**config.mk**
```make
export PLATFORM = sky130hd
export DESIGN_NAME = sha1_message_digest_core
export DESIGN_NICKNAME = d
export VERILOG_FILES = /design/src/sv/smd_pkg.sv /design/src/sv/smd_queue.sv /design/src/sv/smd_engine.sv /design/src/sv/sha1_message_digest_core.sv
export SDC_FILE = /design/constraint.sdc
export NUM_CORES = 2
export LEC_CHECK = 0
export BUFFER_PORTS_ARGS = -buffer_cell sky130_fd_sc_hd__buf_2
export CAP_MARGIN = 20
export CELL_PAD_IN_SITES_DETAIL_PLACEMENT = 0
export CELL_PAD_IN_SITES_GLOBAL_PLACEMENT = 1
export CORE_UTILIZATION = 50
export CTS_BUF_LIST = sky130_fd_sc_hd__clkbuf_16
export DETAILED_ROUTE_END_ITERATION = 6
export PLACE_DENSITY = 0.83
export SYNTH_ARGS = -nofsm -noshare
export SYNTH_HDL_FRONTEND = slang
export SYNTH_SLANG_ARGS = --single-unit
```
**constraint.sdc**
```tcl
create_clock -name clock -period 19 [get_ports clock]
set_clock_uncertainty 0.05 [all_clocks]
set_input_delay 1.9 -clock clock [delete_from_list [all_inputs] [get_ports clock]]
set_output_delay 1.9 -clock clock [all_outputs]
set_load 0.005 [all_outputs]
```
**src/sv/smd_pkg.sv**
```systemverilog
// Package: shared types and constants for the SHA-1 digest core.
`timescale 1ns / 1ps
package smd_pkg;

   typedef struct packed {
      logic [7:0] data_byte;
      logic       has_byte;
      logic       is_last;
   } req_beat_type;

   typedef struct packed {
      logic [31:0] digest_word;
      logic [2:0]  word_index;
      logic        last_word;
   } rsp_beat_type;

   localparam logic [31:0] H0_INIT = 32'h67452301;
   localparam logic [31:0] H1_INIT = 32'hefcdab89;
   localparam logic [31:0] H2_INIT = 32'h98badcfe;
   localparam logic [31:0] H3_INIT = 32'h10325476;
   localparam logic [31:0] H4_INIT = 32'hc3d2e1f0;
   localparam logic [31:0] K0 = 32'h5a827999;
   localparam logic [31:0] K1 = 32'h6ed9eba1;
   localparam logic [31:0] K2 = 32'h8f1bbcdc;
   localparam logic [31:0] K3 = 32'hca62c1d6;
   localparam logic [7:0]  PAD_BYTE = 8'h80;
   localparam int          QUEUE_DEPTH = 2;

endpackage

```
**src/sv/smd_queue.sv**
```systemverilog
// Short queue between the front classifier and the back engine.
`timescale 1ns / 1ps
module smd_queue
   import smd_pkg::*;
(
   input  logic         clock,
   input  logic         reset,
   input  logic         push_valid,
   output logic         push_ready,
   input  req_beat_type push_data,
   output logic         pop_valid,
   input  logic         pop_ready,
   output req_beat_type pop_data
);
   req_beat_type slot_ff [QUEUE_DEPTH];
   logic         wr_ptr_ff, rd_ptr_ff;
   logic [1:0]   count_ff;
   logic         do_push, do_pop;

   assign push_ready = (count_ff != 2'd2);
   assign pop_valid  = (count_ff != 2'd0);
   assign pop_data   = slot_ff[rd_ptr_ff];
   assign do_push    = push_valid && push_ready;
   assign do_pop     = pop_valid && pop_ready;

   always_ff @(posedge clock) begin
      if (do_push) begin
         slot_ff[wr_ptr_ff] <= push_data;
      end
      if (reset) begin
         wr_ptr_ff <= 1'b0;
         rd_ptr_ff <= 1'b0;
         count_ff  <= 2'd0;
      end else begin
         if (do_push) wr_ptr_ff <= ~wr_ptr_ff;
         if (do_pop)  rd_ptr_ff <= ~rd_ptr_ff;
         count_ff <= count_ff + {1'b0, do_push} - {1'b0, do_pop};
      end
   end
endmodule

```
**src/sv/smd_engine.sv**
```systemverilog
// Back engine: byte packing, padding, 80-round compression and digest output.
`timescale 1ns / 1ps
module smd_engine
   import smd_pkg::*;
(
   input  logic         clock,
   input  logic         reset,
   input  logic         cmd_valid,
   output logic         cmd_ready,
   input  req_beat_type cmd_data,
   output logic         rsp_valid,
   input  logic         rsp_ready,
   output rsp_beat_type rsp_data
);
   typedef enum logic [2:0] {
      ST_IDLE, ST_ROUND, ST_FOLD, ST_PAD, ST_EMIT
   } state_type;

   state_type    state_ff;
   logic [31:0]  win_ff [16];
   logic [31:0]  h_ff [5];
   logic [31:0]  a_ff, b_ff, c_ff, d_ff, e_ff;
   logic [60:0]  bytes_ff;
   logic [5:0]   fill_ff;
   logic [6:0]   round_ff;
   logic         final_ff;   // current block is the last of the message
   logic         second_ff;  // another block follows this one
   logic [2:0]   idx_ff;
   logic         rv_ff;
   rsp_beat_type rd_ff;

   logic [3:0]  ri;
   logic [31:0] w_new, w_cur, f, k, t;
   logic [63:0] bit_len;

   assign ri = round_ff[3:0];
   assign w_new = win_ff[ri + 4'd13] ^ win_ff[ri + 4'd8] ^ win_ff[ri + 4'd2] ^ win_ff[ri];
   assign w_cur = (round_ff < 7'd16) ? win_ff[ri] : {w_new[30:0], w_new[31]};
   assign bit_len = {bytes_ff, 3'b000};

   always_comb begin
      if (round_ff < 7'd20) begin
         f = (b_ff & c_ff) | (~b_ff & d_ff); k = K0;
      end else if (round_ff < 7'd40) begin
         f = b_ff ^ c_ff ^ d_ff; k = K1;
      end else if (round_ff < 7'd60) begin
         f = (b_ff & c_ff) | (b_ff & d_ff) | (c_ff & d_ff); k = K2;
      end else begin
         f = b_ff ^ c_ff ^ d_ff; k = K3;
      end
      t = {a_ff[26:0], a_ff[31:27]} + f + e_ff + k + w_cur;
   end

   assign cmd_ready = (state_ff == ST_IDLE);
   assign rsp_valid = rv_ff;
   assign rsp_data  = rd_ff;

   always_ff @(posedge clock) begin
      if (reset) begin
         state_ff  <= ST_IDLE;
         h_ff[0] <= H0_INIT; h_ff[1] <= H1_INIT; h_ff[2] <= H2_INIT;
         h_ff[3] <= H3_INIT; h_ff[4] <= H4_INIT;
         bytes_ff  <= '0;
         fill_ff   <= '0;
         round_ff  <= '0;
         final_ff  <= 1'b0;
         second_ff <= 1'b0;
         idx_ff    <= '0;
         rv_ff     <= 1'b0;
      end else begin
         case (state_ff)
            ST_IDLE: begin
               if (cmd_valid) begin
                  logic [5:0]  pos;
                  logic [60:0] cnt;
                  pos = fill_ff;
                  cnt = bytes_ff;
                  if (cmd_data.has_byte) begin
                     win_ff[pos[5:2]][(3 - pos[1:0]) * 8 +: 8] <= cmd_data.data_byte;
                     cnt = bytes_ff + 61'd1;
                     pos = fill_ff + 6'd1;
                     bytes_ff <= cnt;
                     fill_ff  <= pos;
                  end
                  if (cmd_data.has_byte && pos == 6'd0) begin
                     // full block: compress, padding (if last) afterwards
                     final_ff  <= 1'b0;
                     second_ff <= cmd_data.is_last;
                     {a_ff, b_ff, c_ff, d_ff, e_ff} <= {h_ff[0], h_ff[1], h_ff[2], h_ff[3], h_ff[4]};
                     round_ff <= '0;
                     state_ff <= ST_ROUND;
                  end else if (cmd_data.is_last) begin
                     state_ff <= ST_PAD;
                  end
               end
            end
            ST_PAD: begin
               // 0x80 at the fill position, zeros after it; length in the top words if room
               for (int i = 0; i < 16; i++) begin
                  if (i >= 14 && fill_ff < 6'd56) begin
                     win_ff[i] <= (i == 14) ? bit_len[63:32] : bit_len[31:0];
                  end else begin
                     for (int j = 0; j < 4; j++) begin
                        if (6'(i * 4 + j) == fill_ff) win_ff[i][(3 - j) * 8 +: 8] <= PAD_BYTE;
                        else if (6'(i * 4 + j) > fill_ff) win_ff[i][(3 - j) * 8 +: 8] <= 8'h00;
                     end
                  end
               end
               if (fill_ff < 6'd56) begin
                  final_ff   <= 1'b1;
                  second_ff  <= 1'b0;
                  fill_ff    <= '0;
               end else begin
                  // fill kept non-zero: fold then starts the length-only block
                  final_ff  <= 1'b0;
                  second_ff <= 1'b1;
               end
               {a_ff, b_ff, c_ff, d_ff, e_ff} <= {h_ff[0], h_ff[1], h_ff[2], h_ff[3], h_ff[4]};
               round_ff <= '0;
               state_ff <= ST_ROUND;
            end
            ST_ROUND: begin
               if (round_ff >= 7'd16) win_ff[ri] <= w_cur;
               e_ff <= d_ff;
               d_ff <= c_ff;
               c_ff <= {b_ff[1:0], b_ff[31:2]};
               b_ff <= a_ff;
               a_ff <= t;
               if (round_ff == 7'd79) begin
                  round_ff <= '0;
                  state_ff <= ST_FOLD;
               end else begin
                  round_ff <= round_ff + 7'd1;
               end
            end
            ST_FOLD: begin
               h_ff[0] <= h_ff[0] + a_ff; h_ff[1] <= h_ff[1] + b_ff;
               h_ff[2] <= h_ff[2] + c_ff; h_ff[3] <= h_ff[3] + d_ff;
               h_ff[4] <= h_ff[4] + e_ff;
               if (final_ff) begin
                  idx_ff   <= '0;
                  state_ff <= ST_EMIT;
               end else if (second_ff) begin
                  second_ff <= 1'b0;
                  if (fill_ff == 6'd0) begin
                     // message ended on a block boundary: a full pad block follows
                     state_ff <= ST_PAD;
                  end else begin
                     // length-only block, working vars from the updated hash
                     for (int i = 0; i < 14; i++) win_ff[i] <= '0;
                     win_ff[14] <= bit_len[63:32];
                     win_ff[15] <= bit_len[31:0];
                     final_ff   <= 1'b1;
                     fill_ff    <= '0;
                     {a_ff, b_ff, c_ff, d_ff, e_ff} <= {h_ff[0] + a_ff, h_ff[1] + b_ff,
                                                        h_ff[2] + c_ff, h_ff[3] + d_ff,
                                                        h_ff[4] + e_ff};
                     round_ff   <= '0;
                     state_ff   <= ST_ROUND;
                  end
               end else begin
                  state_ff <= ST_IDLE;
               end
            end
            ST_EMIT: begin
               if (!rv_ff || rsp_ready) begin
                  if (idx_ff == 3'd5) begin
                     if (rsp_ready || !rv_ff) rv_ff <= 1'b0;
                     h_ff[0] <= H0_INIT; h_ff[1] <= H1_INIT; h_ff[2] <= H2_INIT;
                     h_ff[3] <= H3_INIT; h_ff[4] <= H4_INIT;
                     bytes_ff <= '0;
                     fill_ff  <= '0;
                     final_ff <= 1'b0;
                     state_ff <= ST_IDLE;
                  end else begin
                     rv_ff <= 1'b1;
                     rd_ff.digest_word <= h_ff[idx_ff];
                     rd_ff.word_index  <= idx_ff;
                     rd_ff.last_word   <= (idx_ff == 3'd4);
                     idx_ff <= idx_ff + 3'd1;
                  end
               end
            end
            default: state_ff <= ST_IDLE;
         endcase
         if (state_ff != ST_EMIT && rv_ff && rsp_ready) rv_ff <= 1'b0;
      end
   end
endmodule

```
**src/sv/sha1_message_digest_core.sv**
```systemverilog
// Top level: SHA-1 digest core, front queue plus compression engine.
// Flow: a byte beat is registered in the queue before the engine takes it, one beat while
// idle; the beat that completes a block holds the engine for the 80 rounds and the fold.
// Last beat: padding, rounds and fold, for a second block too when padding needs one;
// then the digest, registered, one beat per cycle while rsp_ready holds, 5 in all.
// The engine takes no new beats while it compresses, pads or emits; the queue holds them.
// Reset: synchronous, active high; chain hash returns to the SHA-1 initial values.
`timescale 1ns / 1ps
module sha1_message_digest_core
   import smd_pkg::*;
(
   input  logic         clock,
   input  logic         reset,
   input  logic         req_valid,
   output logic         req_ready,
   input  req_beat_type req_data,
   output logic         rsp_valid,
   input  logic         rsp_ready,
   output rsp_beat_type rsp_data
);
   logic         q_valid, q_ready;
   req_beat_type q_data;

   // front: beats with neither a byte nor an end marker are dropped here
   logic keep;
   assign keep = req_data.has_byte || req_data.is_last;
   logic push_ready;
   assign req_ready = push_ready;

   smd_queue u_queue (
      .clock      (clock),
      .reset      (reset),
      .push_valid (req_valid && keep),
      .push_ready (push_ready),
      .push_data  (req_data),
      .pop_valid  (q_valid),
      .pop_ready  (q_ready),
      .pop_data   (q_data)
   );

   smd_engine u_engine (
      .clock     (clock),
      .reset     (reset),
      .cmd_valid (q_valid),
      .cmd_ready (q_ready),
      .cmd_data  (q_data),
      .rsp_valid (rsp_valid),
      .rsp_ready (rsp_ready),
      .rsp_data  (rsp_data)
   );
endmodule

```
Yosys cells after proc, flatten, opt, wreduce, memory -nomap -nowiden
Memories as Yosys holds them, arrays and structs flattened. A register that Yosys moved wholly into a read port is not among the register bits.
Index checks and enable logic that the tools add are counted.
{ "op_classes": {"addsub": 20, "n_mul": 0, "div": 0, "order_cmp": 70, "eq_ne": 85, "shift": 2, "n_mux": 865, "bitwise": 163, "n_reduce_logical": 31} }
{ "op_table": {"columns": ["cell", "count"], "rows": [
  ["32-bit 2-to-1 mux", 46],
  ["8-bit 2-to-1 mux", 136],
  ["32-bit one-hot mux with 4 select lines", 5],
  ["1-bit 2-to-1 mux", 634],
  ["32-bit adder", 9],
  ["61-bit 2-to-1 mux", 4],
  ["6-bit equality test, first input constant", 32],
  ["6-bit > comparator, first input constant", 32],
  ["32-bit XOR", 5],
  ["1-bit bitwise OR", 146],
  ["32-bit bitwise AND", 4],
  ["61-bit one-hot mux with 2 select lines", 1],
  ["5-bit by 6-bit equality test with 1-bit output, first input constant", 16],
  ["5-bit by 6-bit > comparator with 1-bit output, first input constant", 16],
  ["32-bit bitwise OR", 3],
  ["32-bit OR reduction", 2],
  ["61-bit by 1-bit adder with 61-bit output, second input constant", 1],
  ["6-bit 2-to-1 mux", 10],
  ["4-bit by 6-bit equality test with 1-bit output, first input constant", 8],
  ["4-bit by 6-bit > comparator with 1-bit output, first input constant", 8],
  ["7-bit 2-to-1 mux", 6],
  ["32-bit negator with 34-bit output", 1],
  ["8-bit by 34-bit variable shift with 32-bit output, first input constant", 1],
  ["8-bit by 34-bit variable part select with 32-bit output", 1],
  ["other kinds (53)", 109]
]} }
{ "word_totals": {"regBits": 251, "latch_bits": 0, "ram_bits": 692, "romBits": 0, "output_inout_bits": 38, "word_cells": 1257, "memories": 3} }
{ "mem_list": {"columns": ["name", "depth", "word_bits", "read_ports", "rd_clocked_by_memory_dff", "write_ports", "line", "text"], "rows": [
  ["u_engine.win_ff", 16, 32, 4, 1, 16, "smd_engine.sv:20", "logic [31:0] win_ff [16];"],
  ["u_engine.h_ff", 5, 32, 6, 1, 5, "smd_engine.sv:21", "logic [31:0] h_ff [5];"],
  ["u_queue.slot_ff", 2, 10, 1, 1, 1, "smd_queue.sv:15", "req_beat_type slot_ff [QUEUE_DEPTH];"]
]} }

Depth between registers and ports, before layout
{ "logic_depth": {"depth_word": 12, "mapped_depth": 34, "mapped_depth_nobuf": 27} }

Cells and area by module
A second synthesis with hierarchy kept.
{ "hier_totals": {"cells_unflattened": 6259, "hier_area_um2": 69324.0} }
{ "modules_own_cells": {"columns": ["module", "instances", "cells_per_inst", "area_per_inst_um2"], "rows": [
  ["smd_engine", 1, 6203, 68360.6],
  ["smd_queue", 1, 55, 955.9],
  ["sha1_message_digest_core", 1, 1, 7.5]
]} }

Least setup slack after synthesis
Ideal clock, no wire load.
{ "synth_path": {"kind": "register -> register", "startpoint": "register u_engine.round_ff[2]", "endpoint": "register u_engine.a_ff[29] (data pin)", "setup_ps": 267, "arrival_time_ps": 7307, "t_required_ps": 18683, "slack_ps": 11376, "path_stages_with_launch": 34, "n_path_buf": 6, "synth_period_minus_slack_ps": 7624, "path_cell_list": "dfxtp_1 -> buf_2 -> buf_2 -> buf_2 -> buf_2 -> inv_1 -> ha_1 -> a21oi_2 -> xnor2_2 -> buf_4 -> buf_4 -> mux4_2 -> xor2_1 -> xnor2_1 -> nor2_1 -> a21oi_1 -> inv_2 -> fa_1 -> inv_1 -> fa_1 -> fa_1 -> inv_1 -> ha_1 -> fa_1 -> a21o_1 -> a21oi_1 -> o21a_1 -> nor3_1 -> o41a_1 -> a221o_1 -> a211oi_1 -> xnor2_1 -> a22oi_1 -> o21ai_0"} }
{ "synth_between": {"elab_chain_cells": 9, "elab_cells_between_ends": 23, "classes_between": "add/sub (7); order compare (4); mux (8); bitwise (3); memory (1)"} }
{ "synth_lines": {"columns": ["element", "line", "text"], "rows": [
  ["from (decl)", "smd_engine.sv:25", "logic [6:0] round_ff;"],
  ["from (signal assigned)", "smd_engine.sv:133", "round_ff <= round_ff + 7'd1;"],
  ["7-bit by 6-bit less-than comparator with 1-bit output", "smd_engine.sv:46", "end else if (round_ff < 7'd60) begin"],
  ["32-bit 2-to-1 mux", "smd_engine.sv:46", null],
  ["32-bit 2-to-1 mux", "smd_engine.sv:44", "end else if (round_ff < 7'd40) begin"],
  ["32-bit 2-to-1 mux", "smd_engine.sv:42", "if (round_ff < 7'd20) begin"],
  ["32-bit adder (3 in a row)", "smd_engine.sv:51", "t = {a_ff[26:0], a_ff[31:27]} + f + e_ff + k + w_cur;"],
  ["32-bit adder (*)", "smd_engine.sv:51", null],
  ["32-bit one-hot mux with 4 select lines (*)", "smd_engine.sv:71", "case (state_ff)"],
  ["to (signal assigned)", "smd_engine.sv:89", "{a_ff, b_ff, c_ff, d_ff, e_ff} <= {h_ff[0], h_ff[1], h_ff[2], h_ff[3], h_ff[4]};"],
  ["to (signal assigned)", "smd_engine.sv:118", "{a_ff, b_ff, c_ff, d_ff, e_ff} <= {h_ff[0], h_ff[1], h_ff[2], h_ff[3], h_ff[4]};"],
  ["to (signal assigned)", "smd_engine.sv:128", "a_ff <= t;"],
  ["to (decl)", "smd_engine.sv:22", "logic [31:0] a_ff, b_ff, c_ff, d_ff, e_ff;"]
]} }
Mark *: on every way between the ends. The rest lies on a longest branch, timed or not.
A chain may end at the register's enable or synchronous reset.

Worst setup path in the final report
{ "layout_path": {"startpoint": "register u_engine.round_ff[0]", "endpoint": "register u_engine.a_ff[30] (data pin)"} }
Same word-level chain as after synthesis.

==> results.py <==
metrics = {
    "outcome": {
        "status": "complete, no violations",
    },
    "synthesis": {
        "yosys-top-cells-count": "mux4_2, nor2_1, nand2_1, dfxtp_1, edfxtp_1",
        "synth_flop_cell": "dfxtp_1",
        "yosysTopAreaCell": "mux4_2",
        "avgSynthCellArea_um2": 11.0,
        "async_reset_ff_frac": 0,
        "ys_seq_area_frac": 0.353,
        "yosys-top-cells-area": "mux4_2, edfxtp_1, dfxtp_1, ha_1, fa_1",
        "synthCells": 6316,
        "synth-seq-cells": 980,
        "synth_top_area_share": 0.218,
        "synth-edff-count": 488,
        "yosysMostFrequentCell": "mux4_2",
        "synth_area_um2": 69400,
        "ys_types": 89,
        "synth_warnings": 0,
        "synth_nets": 6688,
    },
    "place": {
        "port-buffer-count": 51,
        "dp_hpwl_um": 171000,
        "gp_congestion": 0.992,
        "placed_area_um2": 71100,
    },
    "finish": {
        "nNetsFinal": 6565,
        "area_growth_pct": 7.76,
        "design_area_um2": 74800,
        "drive_above_1_share": 0.195,
    },
    "power_and_ir_drop": {
        "p_int_mw": 6.27,
        "ir_drop_mv": 0.157,
        "seq_power_share": 0.262,
        "power_frac_clock": 0.191,
        "cellPowerDensity_nw_per_um2": 151,
        "p_sw_mw": 5.02,
        "pwr-share-comb": 0.547,
        "p_sw_frac": 0.445,
        "p_leak_nw": 26.8,
    },
    "critical_path": {
        "arrival_ns": 9.95,
        "end_kind": "flip-flop",
        "critical_path_required_ns": 19.47,
        "critPathKind": "reg2reg",
        "cp-start-kind": "flip-flop",
        "cp_max_fo": 132,
    },
    "global_routing": {
        "grt_overflow_total": 0,
        "use_met2": 0.497,
        "grt_pass1_wl_um": 364000,
        "antenna_found_initial": 2,
        "grt_usage": 0.351,
        "grt_max_degree": 140,
        "grtUsageMet3": 0.118,
        "use_met1": 0.475,
        "grt_pass1_vias": 53700,
        "gr-max-usage-layer": "met2",
    },
    "routing": {
        "wirelength_um": 250000,
        "ant_nets": 0,
        "first_iter_violations": 8756,
        "avgRoutedWirePerCell_um": 30.9,
        "vias": 57200,
        "drc": 0,
        "drt_pass1_iterations": 6,
        "via_per_inst": 7.08,
    },
    "timing": {
        "holdWs_ns": 0.448,
        "setup-violations-final": 0,
        "worst_pin_slew_ns": 1.33,
        "layout_min_cycle_time_ns": 9.49,
        "relSlewSlack": 0.109,
        "hold_viol": 0,
        "min_period_over_period": 0.499,
        "final_max_slew_viol_count": 0,
        "clock.fmax_mhz": 105,
        "rsz0062_at_grt": "no",
        "final.setup.tns_ns": 0,
    },
    "clock_network": {
        "clk_root_buffer_cell": "clkbuf_16",
        "clock_latency_ns": 0.79,
        "cts_setup_buffers": 0,
        "postCtsHoldBufs": 0,
        "h-tree-depth": 3,
        "tritoncts": "yes",
        "clkSinkCount": 980,
        "clk_pin_slew_ns": 0.07,
        "post_cts_resize_count": 0,
        "cts.path.max_buffers": 3,
        "cts_made_buffers": 110,
    },
    "floorplan": {
        "core_um2": 138000,
        "dieArea_um2": 140000,
        "die_h_um": 375,
        "fp.dieW_um": 375,
        "ios": 52,
        "row_count": 136,
        "start_util": 0.504,
    },
    "worst_hold_path": {
        "hold_path_class": "reg2reg",
    },
    "flow_run": {
        "max_cap_violations": 0,
    },
}
[registers in the layout, summed over array words and instances (netlist names), 2 cells and up, named ones only]
register	cells
u_engine.e_ff	32
u_engine.a_ff	32
u_engine.round_ff	7
u_engine.fill_ff	6
u_engine.b_ff	32
u_engine.rsp_data	36
u_engine.bytes_ff	61
u_engine.win_ff	512
u_queue.slot_ff	20
u_engine.idx_ff	3
u_engine.h_ff	160
u_queue.count_ff	2
u_engine.state_ff	3
u_engine.c_ff	32
u_engine.d_ff	32
[final timing paths]
path                           from                     end  slack, ns  depth (start not counted)
max            u_engine.round_ff[0]       u_engine.a_ff[30]       9.51                         24
min          u_engine.win_ff[5][12]  u_engine.win_ff[5][12]       0.45                          2
max reg2reg    u_engine.round_ff[0]       u_engine.a_ff[30]       9.51                         24
min reg2reg  u_engine.win_ff[5][12]  u_engine.win_ff[5][12]       0.45                          2
[area by class of cell]
type	count	area, µm²
antenna	3	7.51
multi-input combinational	4635	42000
clock inverter	87	611
tap	1794	2240
timing repair buffer	192	1400
clock buffer	119	2980
sequential	980	24500
fill	11700	62900
inverter	274	1030
[logic make-up (layout without fill, tap and decap cells)]
group                    count (synthesis)  in the layout  synth area share
adder cells (fa/ha/maj)                358            358            0.0779
buffers and inverters                  701            672            0.0458
AND/OR/NAND/NOR                       1629           1629             0.105
XOR/XNOR                               331            331            0.0422
flip-flops                             980            980             0.353
other                                    0              3                 0
multiplexers                           734            734             0.228
AO/OA/AOI/OAI                         1583           1583             0.148
[power groups by stage]
stage	logic (mW)	registers, mW	clock network (mW)
after CTS	6.06	2.95	2.16
after detailed placement	6.02	2.99	0
final	6.18	2.96	2.15
after floorplan	4.65	2.83	0
after global routing	6.70	2.98	2.23
after global placement	5.92	2.98	0
[placed cells by master (no fill, tap or decap), types with 124 or more instances in the layout]
master    instances
xor2_1          183
dfxtp_1         480
buf_4           130
a21oi_1         278
nor2_1          581
o21ai_0         401
mux4_2          672
inv_1           283
ha_1            232
nand3_1         146
nand2_1         492
a211oi_1        199
xnor2_1         144
fa_1            124
edfxtp_1        488
[metrics by stage]
| step | util | total power [mW] | cells | setup slack (ns) |
|---|---|---|---|---|
| after floorplan | - | 7.48 | 6316 | 11.38 |
| after global placement | 0.516 | 8.91 | 7864 | 9.81 |
| after detailed placement | 0.517 | 9.01 | 7866 | 9.59 |
| after CTS | 0.543 | 11.2 | 8072 | 9.55 |
| after global routing | 0.543 | 11.9 | 8081 | 8.86 |
| final | 0.543 | 11.3 | 8084 | 9.51 |
[per-layer routing]
layer / up-vias / wire, µm / part of all wire
met4: 2 / 14600 / 0.058
met1: 28300 / 94100 / 0.38
li1: 23800 / - / -
met2: 4331 / 105000 / 0.42
met3: 765 / 36000 / 0.14
met5: - / 13 / 0.000052
[worst max-delay path, stage by stage, from the launching register on]
cell,delay (ns)
dfxtp_4,0.94
buf_4,0.85
buf_12,0.65
mux4_2,0.60
mux4_2,0.48
xor2_1,0.19
xnor2_1,0.14
nor2_1,0.05
a21oi_1,0.69
fa_1,0.55
inv_1,0.09
fa_1,0.41
inv_1,0.09
fa_1,0.42
inv_1,0.07
ha_1,0.27
a21oi_1,0.28
o21ai_0,0.22
nor3b_1,0.22
nor3_1,0.35
o31ai_1,0.20
a311oi_1,0.66
o22a_1,0.30
mux2i_1,0.19
nand4_1,0.10
(Power assumes the default switching activity.)
